$ cat config.mk
export PLATFORM = sky130hd
export DESIGN_NAME = nearest_neighbor_scale_address_top
export DESIGN_NICKNAME = d
export VERILOG_FILES = /design/src/design/nnsa_pkg.sv /design/src/design/nearest_neighbor_scale_address_top.sv /design/src/design/nnsa_front.sv /design/src/design/nnsa_div_cell.sv
export SDC_FILE = /design/constraint.sdc
export NUM_CORES = 2
export LEC_CHECK = 0
export BUFFER_PORTS_ARGS = -buffer_cell sky130_fd_sc_hd__buf_2
export CORE_UTILIZATION = 65
export DETAILED_ROUTE_END_ITERATION = 6
export PLACE_DENSITY = 0.86
export RECOVER_POWER = 25
export SYNTH_ARGS = -nofsm -noshare
export SYNTH_HDL_FRONTEND = slang
export SYNTH_SLANG_ARGS = --single-unit
export TNS_END_PERCENT = 50
$ cat constraint.sdc
create_clock -name clk -period 51.1 [get_ports clk]
set_input_delay 5.11 -clock clk [delete_from_list [all_inputs] [get_ports clk]]
set_output_delay 5.11 -clock clk [all_outputs]
set_load 0.005 [all_outputs]
$ cat src/design/nnsa_pkg.sv
// ----------------------------------------------------------------------------
// nnsa_pkg: shared types and constants of the nearest-neighbor address unit
// Holds the channel payload structs, the pipeline data structs and the
// dimension clamp that the front end, the divider cells and the top share.
// ----------------------------------------------------------------------------
package nnsa_pkg;

  localparam int unsigned MAX_SIDE   = 4096;
  localparam int unsigned DIM_W      = 13;
  localparam int unsigned COORD_W    = 12;
  localparam int unsigned OFFSET_W   = 24;
  // Quotient bits per divider; one divider cell per bit.
  localparam int unsigned QUOT_W     = COORD_W;
  // Dividend is a coordinate times a clamped dimension, always below 2**24.
  localparam int unsigned DIVIDEND_W = 24;

  typedef enum logic [1:0] {
    REG_SOURCE_WIDTH  = 2'd0,
    REG_SOURCE_HEIGHT = 2'd1,
    REG_TARGET_WIDTH  = 2'd2,
    REG_TARGET_HEIGHT = 2'd3
  } reg_index_t;

  typedef struct packed {
    logic [COORD_W-1:0] dest_col;
    logic [COORD_W-1:0] dest_row;
  } in_item_t;

  typedef struct packed {
    logic [COORD_W-1:0]  source_col;
    logic [COORD_W-1:0]  source_row;
    logic [OFFSET_W-1:0] source_offset;
    logic                in_range;
  } out_item_t;

  // Frame dimensions, already clamped to MAX_SIDE.
  typedef struct packed {
    logic [DIM_W-1:0] source_width;
    logic [DIM_W-1:0] source_height;
    logic [DIM_W-1:0] dst_width;
    logic [DIM_W-1:0] dst_height;
  } dims_t;

  // One long-division lane: partial remainder, aligned divisor, quotient so far.
  typedef struct packed {
    logic [DIVIDEND_W-1:0] rem;
    logic [DIVIDEND_W-1:0] dsh;
    logic [QUOT_W-1:0]     quot;
  } div_lane_t;

  typedef struct packed {
    div_lane_t col;
    div_lane_t row;
    logic      in_range;
  } cell_data_t;

  function automatic logic [DIM_W-1:0] clamp_side(input logic [DIM_W-1:0] v);
    logic [DIM_W-1:0] lim;
    lim = DIM_W'(MAX_SIDE);
    return (v > lim) ? lim : v;
  endfunction

endpackage

$ cat src/design/nearest_neighbor_scale_address_top.sv
// ----------------------------------------------------------------------------
// nearest_neighbor_scale_address_top: nearest-neighbor source address unit
// Maps a destination pixel coordinate to its nearest source pixel and the
// linear offset of that pixel in the source frame.
// ----------------------------------------------------------------------------
// Usage:
// A destination coordinate is presented on in_valid/in_data and one transfer
// takes place at each clock edge with in_valid high and in_stall low. Every
// input transfer produces exactly one result transfer on out_valid/out_data,
// in order. The four frame dimensions are written on the cfg_ port (index 0
// source width, 1 source height, 2 target width, 3 target height); values
// above 4096 are treated as 4096. Write them only while no item is in flight.
// The pipeline is 14 register stages deep: one stage for the range check and
// the coordinate-times-dimension multiply, twelve stages in the chain of
// divider cells (one quotient bit per cell), and one for the row-times-width
// offset multiply-add into the output register. Throughput is one item per
// clock while the receiver does not stall. When the receiver stalls with a
// result waiting, the whole pipeline holds and in_stall is raised; it drops
// as soon as the result is taken. Reset empties the pipeline and sets all
// four dimensions to 1.
// ----------------------------------------------------------------------------
module nearest_neighbor_scale_address_top (
  input  logic                 clk,
  input  logic                 rst_n,
  input  logic                 in_valid,
  output logic                 in_stall,
  input  nnsa_pkg::in_item_t   in_data,
  output logic                 out_valid,
  input  logic                 out_stall,
  output nnsa_pkg::out_item_t  out_data,
  input  logic                 cfg_we,
  input  logic [1:0]           cfg_index,
  input  logic [nnsa_pkg::DIM_W-1:0] cfg_wdata
);
  import nnsa_pkg::*;

  dims_t      dims_r;
  logic       advance;
  logic       out_valid_r;
  out_item_t  out_data_r;
  out_item_t  out_data_nxt;
  logic       stage_valid [QUOT_W+1];
  cell_data_t stage_data  [QUOT_W+1];
  logic [OFFSET_W-1:0] offset_sum;

  // The pipeline moves as a whole whenever the output register is free or
  // its result is being taken this cycle.
  assign advance  = !out_valid_r || !out_stall;
  assign in_stall = !advance;

  // Configuration registers, stored already clamped.
  always_ff @(posedge clk) begin
    if (!rst_n) begin
      dims_r.source_width  <= DIM_W'(1);
      dims_r.source_height <= DIM_W'(1);
      dims_r.dst_width     <= DIM_W'(1);
      dims_r.dst_height    <= DIM_W'(1);
    end else if (cfg_we) begin
      unique case (reg_index_t'(cfg_index))
        REG_SOURCE_WIDTH:  dims_r.source_width  <= clamp_side(cfg_wdata);
        REG_SOURCE_HEIGHT: dims_r.source_height <= clamp_side(cfg_wdata);
        REG_TARGET_WIDTH:  dims_r.dst_width     <= clamp_side(cfg_wdata);
        REG_TARGET_HEIGHT: dims_r.dst_height    <= clamp_side(cfg_wdata);
        default: ;
      endcase
    end
  end

  nnsa_front u_front (
    .clk       (clk),
    .rst_n     (rst_n),
    .advance   (advance),
    .in_valid  (in_valid),
    .in_data   (in_data),
    .dims      (dims_r),
    .out_valid (stage_valid[0]),
    .out_data  (stage_data[0])
  );

  // Chain of divider cells, most significant quotient bit first.
  for (genvar k = 0; k < QUOT_W; k++) begin : g_cell
    nnsa_div_cell u_cell (
      .clk       (clk),
      .rst_n     (rst_n),
      .advance   (advance),
      .in_valid  (stage_valid[k]),
      .in_data   (stage_data[k]),
      .out_valid (stage_valid[k+1]),
      .out_data  (stage_data[k+1])
    );
  end

  // Quotients are zero for out-of-frame items, so the offset is zero too.
  // In frame, with both source sides nonzero, the offset is below source width
  // times source height, which is at most 2**24.
  always_comb begin
    offset_sum = OFFSET_W'(stage_data[QUOT_W].row.quot) * OFFSET_W'(dims_r.source_width)
               + OFFSET_W'(stage_data[QUOT_W].col.quot);
    out_data_nxt.source_col    = stage_data[QUOT_W].col.quot;
    out_data_nxt.source_row    = stage_data[QUOT_W].row.quot;
    out_data_nxt.source_offset = offset_sum;
    out_data_nxt.in_range      = stage_data[QUOT_W].in_range;
  end

  always_ff @(posedge clk) begin
    if (!rst_n) begin
      out_valid_r <= 1'b0;
    end else if (advance) begin
      out_valid_r <= stage_valid[QUOT_W];
    end
  end

  always_ff @(posedge clk) begin
    if (advance) begin
      out_data_r <= out_data_nxt;
    end
  end

  assign out_valid = out_valid_r;
  assign out_data  = out_data_r;

  a_zero_outside: assert property (@(posedge clk) disable iff (!rst_n)
    out_valid_r && !out_data_r.in_range |->
      (out_data_r.source_col == '0) && (out_data_r.source_row == '0) &&
      (out_data_r.source_offset == '0))
    else $error("nonzero result for out-of-frame coordinate");
  a_col_in_source: assert property (@(posedge clk) disable iff (!rst_n)
    out_valid_r && out_data_r.in_range && (dims_r.source_width != '0) |->
      ({1'b0, out_data_r.source_col} < dims_r.source_width))
    else $error("source column outside source frame");
  a_row_in_source: assert property (@(posedge clk) disable iff (!rst_n)
    out_valid_r && out_data_r.in_range && (dims_r.source_height != '0) |->
      ({1'b0, out_data_r.source_row} < dims_r.source_height))
    else $error("source row outside source frame");
  a_hold_on_stall: assert property (@(posedge clk) disable iff (!rst_n)
    out_valid_r && out_stall |=> $stable(stage_valid[QUOT_W]) && $stable(stage_valid[0]))
    else $error("pipeline moved while the result was stalled");

endmodule

$ cat src/design/nnsa_front.sv
// ----------------------------------------------------------------------------
// nnsa_front: range check and product stage
// Checks the destination coordinate against the target frame and forms the
// two dividends coordinate*source_dimension for the divider chain.
// ----------------------------------------------------------------------------
module nnsa_front (
  input  logic                clk,
  input  logic                rst_n,
  input  logic                advance,
  input  logic                in_valid,
  input  nnsa_pkg::in_item_t  in_data,
  input  nnsa_pkg::dims_t     dims,
  output logic                out_valid,
  output nnsa_pkg::cell_data_t out_data
);
  import nnsa_pkg::*;

  logic                  valid_r;
  cell_data_t            data_r;
  cell_data_t            data_nxt;
  logic                  hit;
  logic [DIVIDEND_W-1:0] prod_col;
  logic [DIVIDEND_W-1:0] prod_row;
  logic [DIM_W-1:0]      div_col;
  logic [DIM_W-1:0]      div_row;

  always_comb begin
    hit = ({1'b0, in_data.dest_col} < dims.dst_width) &&
          ({1'b0, in_data.dest_row} < dims.dst_height);
    // A 12-bit coordinate times a side of at most 4096 stays below 2**24.
    prod_col = DIVIDEND_W'(in_data.dest_col) * DIVIDEND_W'(dims.source_width);
    prod_row = DIVIDEND_W'(in_data.dest_row) * DIVIDEND_W'(dims.source_height);
    // Outside the frame the dividend is zero and the divisor one, so the
    // chain yields a zero quotient and no division by zero occurs.
    div_col = hit ? dims.dst_width  : DIM_W'(1);
    div_row = hit ? dims.dst_height : DIM_W'(1);
    data_nxt.in_range  = hit;
    data_nxt.col.rem   = hit ? prod_col : '0;
    data_nxt.row.rem   = hit ? prod_row : '0;
    data_nxt.col.dsh   = DIVIDEND_W'(div_col) << (QUOT_W-1);
    data_nxt.row.dsh   = DIVIDEND_W'(div_row) << (QUOT_W-1);
    data_nxt.col.quot  = '0;
    data_nxt.row.quot  = '0;
  end

  always_ff @(posedge clk) begin
    if (!rst_n) begin
      valid_r <= 1'b0;
    end else if (advance) begin
      valid_r <= in_valid;
    end
  end

  always_ff @(posedge clk) begin
    if (advance) begin
      data_r <= data_nxt;
    end
  end

  assign out_valid = valid_r;
  assign out_data  = data_r;

endmodule

$ cat src/design/nnsa_div_cell.sv
// ----------------------------------------------------------------------------
// nnsa_div_cell: one restoring-division step for both axes
// Compares the partial remainder with the aligned divisor, subtracts when it
// fits, shifts in one quotient bit and halves the divisor for the next cell.
// ----------------------------------------------------------------------------
module nnsa_div_cell (
  input  logic                 clk,
  input  logic                 rst_n,
  input  logic                 advance,
  input  logic                 in_valid,
  input  nnsa_pkg::cell_data_t in_data,
  output logic                 out_valid,
  output nnsa_pkg::cell_data_t out_data
);
  import nnsa_pkg::*;

  logic       valid_r;
  cell_data_t data_r;
  cell_data_t data_nxt;

  function automatic div_lane_t step(input div_lane_t l);
    div_lane_t r;
    logic      fits;
    fits   = (l.rem >= l.dsh);
    r.rem  = fits ? (l.rem - l.dsh) : l.rem;
    r.quot = {l.quot[QUOT_W-2:0], fits};
    r.dsh  = l.dsh >> 1;
    return r;
  endfunction

  always_comb begin
    data_nxt.col      = step(in_data.col);
    data_nxt.row      = step(in_data.row);
    data_nxt.in_range = in_data.in_range;
  end

  always_ff @(posedge clk) begin
    if (!rst_n) begin
      valid_r <= 1'b0;
    end else if (advance) begin
      valid_r <= in_valid;
    end
  end

  always_ff @(posedge clk) begin
    if (advance) begin
      data_r <= data_nxt;
    end
  end

  assign out_valid = valid_r;
  assign out_data  = data_r;

  // The remainder left by this step is below the divisor at the bit just
  // decided, otherwise a quotient bit was lost upstream. Halving may drop the
  // low divisor bit, so the bound is twice the halved divisor, inclusive.
  a_col_rem_bound: assert property (@(posedge clk) disable iff (!rst_n)
    valid_r |-> ({1'b0, data_r.col.rem} <= {data_r.col.dsh, 1'b0}))
    else $error("column remainder exceeds divisor");
  a_row_rem_bound: assert property (@(posedge clk) disable iff (!rst_n)
    valid_r |-> ({1'b0, data_r.row.rem} <= {data_r.row.dsh, 1'b0}))
    else $error("row remainder exceeds divisor");
  a_out_zero_quot: assert property (@(posedge clk) disable iff (!rst_n)
    valid_r && !data_r.in_range |-> (data_r.col.quot == '0) && (data_r.row.quot == '0))
    else $error("quotient set for out-of-frame coordinate");

endmodule

==> flow_summary.yaml <==
timing:
  slew_headroom_pct: 20.0
  setup_viol: 0
  final-hold-violation-count: 0
  finalCriticalPeriod_ps: 11150
  fmax_mhz: 89.7
  drv_slew: 0
  rsz0062_at_grt: "false"
  tightest_slew_ps: 1200
  min_period_over_period_pct: 21.8
  finalSetupTns_ps: 0
  finClkSkew_ps: 22.4
placement:
  io_buffers: 94
  hpwl_mm: 108
  place_congestion: 0.934
global_routing:
  track_usage_pct: 27.0
  grt_max_degree: 224
  overflow: 0
  first_global_vias: 50000
  grt_pass1_wl_mm: 245
  antenna_found_initial: 3
critical_path:
  endpoint_kind: "primary output"
  cp_max_fo: 29
  worstPathCellList: "buf_2 > nand2_4 > inv_1 > buf_2"
  cp_num_buf_inv: 3
  critPathMaxStageDelay_ps: 310
  critical_path.top_delay_family: "buffers and inverters"
  timing.critical_path.mode_cell: "buf_2"
  critPathSlowestCell: "inv_1"
  cp-start-kind: "primary input"
  path_class: "in -> out"
  arrival_ps: 6040
  crit_required_ps: 45990
synth:
  synth_edf_count: 1106
  synth_warnings: 0
  yosys.area.top_type: "edfxtp_1"
  synth_top_flop_cell: "edfxtp_1"
  synth_top_area_share_pct: 45.7
  synth-seq-cells: 1172
  synthTopCellsByArea: "edfxtp_1 (46%), fa_1 (9.9%), ha_1 (9.0%)"
  syn_avg_cell_area_sq_um: 11.2
  synthArstFlopShare_pct: 0
  syn_inst: 6509
  synth_area_sq_mm: 0.0727
  synthDistinctLibCells: 81
  seq_area_frac_synth_pct: 47.5
  yosysMostFrequentCell: "edfxtp_1"
  synth_common_cells: "edfxtp_1 (1106), inv_1 (928), nand2_1 (631)"
  syn_nets: 7435
routing:
  wl_mm: 150
  via_count: 48200
  antenna_left: 0
  dr.first_iter.drc_count: 3313
  wire_per_inst_um: 18.4
  dr.pass1.iters: 7
  drc: 0
  via_per_inst: 5.89
floorplanning:
  core_area_sq_mm: 0.111
  die_height_um: 336
  std_cell_rows: 122
  ios: 95
  start_util_pct: 65.6
  die-area_sq_mm: 0.113
  fp.dieW_um: 336
cts:
  cts_tree: "yes"
  cts_hold_buf: 0
  post_cts_buffers: 0
  clock_latency_ps: 720
  clkTransAtPathRegs_ps: 70
  clock_sinks: 1172
  cts_root_buf: "clkbuf_16"
  h-tree-depth: 3
  cts_made_buffers: 113
  clockBufferDepth: 3
  ctsResizeCount: 0
cells_and_area:
  nNetsFinal: 7521
  area_growth_pct: 8.07
  layout-drive-gt1-share_pct: 7.11
  post-route-util_pct: 70.9
  multiInputGateArea_sq_mm: 0.0341
  seq_area_sq_mm: 0.0345
  nFillCells: 7385
run_status:
  status: "finished, final reports clean"
power_and_ir_drop:
  max-vdd-ir-drop_mv: 0.0430
  power.density_mw_per_mm2: 49.4
  p_leak_nw: 32.3
run:
  maxCapViolations: 0
hold_path:
  hold_path_class: "reg -> reg"
-- cell type report --
cell class / instances / share of cell area (%)
timing repair buffer: 133 / 1.00
tap: 1488 / 2.37
sequential: 1172 / 43.9
antenna: 2 / 0.00637
inverter: 932 / 4.45
clock inverter: 74 / 0.976
clock buffer: 139 / 3.82
multi-input combinational: 4243 / 43.4
-- sequential cells by signal (all words and copies together) (netlist names) --
signal / flops
u_front.out_valid: 1
g_cell.u_cell.out_data: 982
g_cell.u_cell.out_valid: 12
out_data: 49
dims_r: 52
u_front.out_data: 75
out_valid: 1
-- through the flow --
step | setup slack [ps] | instances | area [sq um] | power (mW) | hold slack, ps
finish | 39950 | 8183 | 78600 | 3.89 | 397
global route | 39860 | 8182 | 78600 | 4.12 | 404
global placement | 39980 | 7968 | 74800 | 2.94 | 400
detailed placement | 39950 | 7968 | 74800 | 3.00 | 405
floorplan | 14150 | 6509 | 72700 | 2.65 | 400
CTS | 39950 | 8181 | 78600 | 3.88 | 403
-- cells in the final DEF (no fill, tap or decap), types with 62 or more instances in the layout --
cell,instances
edfxtp_1,1106
inv_1,928
nand2_1,629
ha_1,522
fa_1,360
nor2_1,346
a21oi_1,269
o21ai_0,247
and2_1,204
xnor2_1,178
xor2_1,144
clkbuf_16,115
a21o_1,105
nor3_1,105
mux2_2,102
buf_2,94
o21a_1,83
a21boi_0,77
nor2b_1,76
dfxtp_1,66
nand3_1,62
-- worst register-to-register path: cells and delay by family (launching register included) --
family,cells,cell delay (ps)
buffers and inverters,4,190
AOI/OAI and AO/OA,6,1870
DFF,1,720
adders and majority gates,6,2810
and+or+nand+nor,1,370
-- where the power goes --
group          total (mW)  switching (mW)  internal (mW)  leakage [nW]
Sequential           1.51           0.144           1.37          12.8
Combinational        1.53           0.846          0.681          17.6
Clock               0.844           0.364          0.481          1.86
-- per-layer routing --
metal	GRT usage [%]	wire length, um	part of all wire, %	up-vias
met5	0	0	0	-
met4	12.8	7200	4.8	0
met3	3.52	7530	5.0	463
met2	49.5	77800	52	1663
met1	31.2	57700	38	23300
li1	-	-	-	22800
-- worst paths after layout --
check	slack (ps)	to	cells past startpoint	from
worst max-delay path	39950	in_stall	4	out_stall
worst min-delay path	400	g_cell[4].u_cell.out_data[62]$_DFFE_PN_	0	g_cell[3].u_cell.out_data[61]$_DFFE_PN_
worst max register to register	44860	out_data[22]$_DFFE_PN_	17	g_cell[11].u_cell.out_data[1]$_DFFE_PN_
worst min register to register	400	g_cell[4].u_cell.out_data[62]$_DFFE_PN_	0	g_cell[3].u_cell.out_data[61]$_DFFE_PN_
-- logic make-up after synthesis --
| family | Yosys count | share of synthesized area (%) |
|---|---|---|
| mux | 134 | 2.03 |
| fa+ha+maj | 882 | 18.9 |
| compound gates | 1119 | 10.0 |
| buf+inv | 1094 | 5.67 |
| xor+xnor | 322 | 3.88 |
| flops | 1172 | 47.5 |
| simple gates | 1786 | 12.0 |
(Power assumes the default switching activity.)
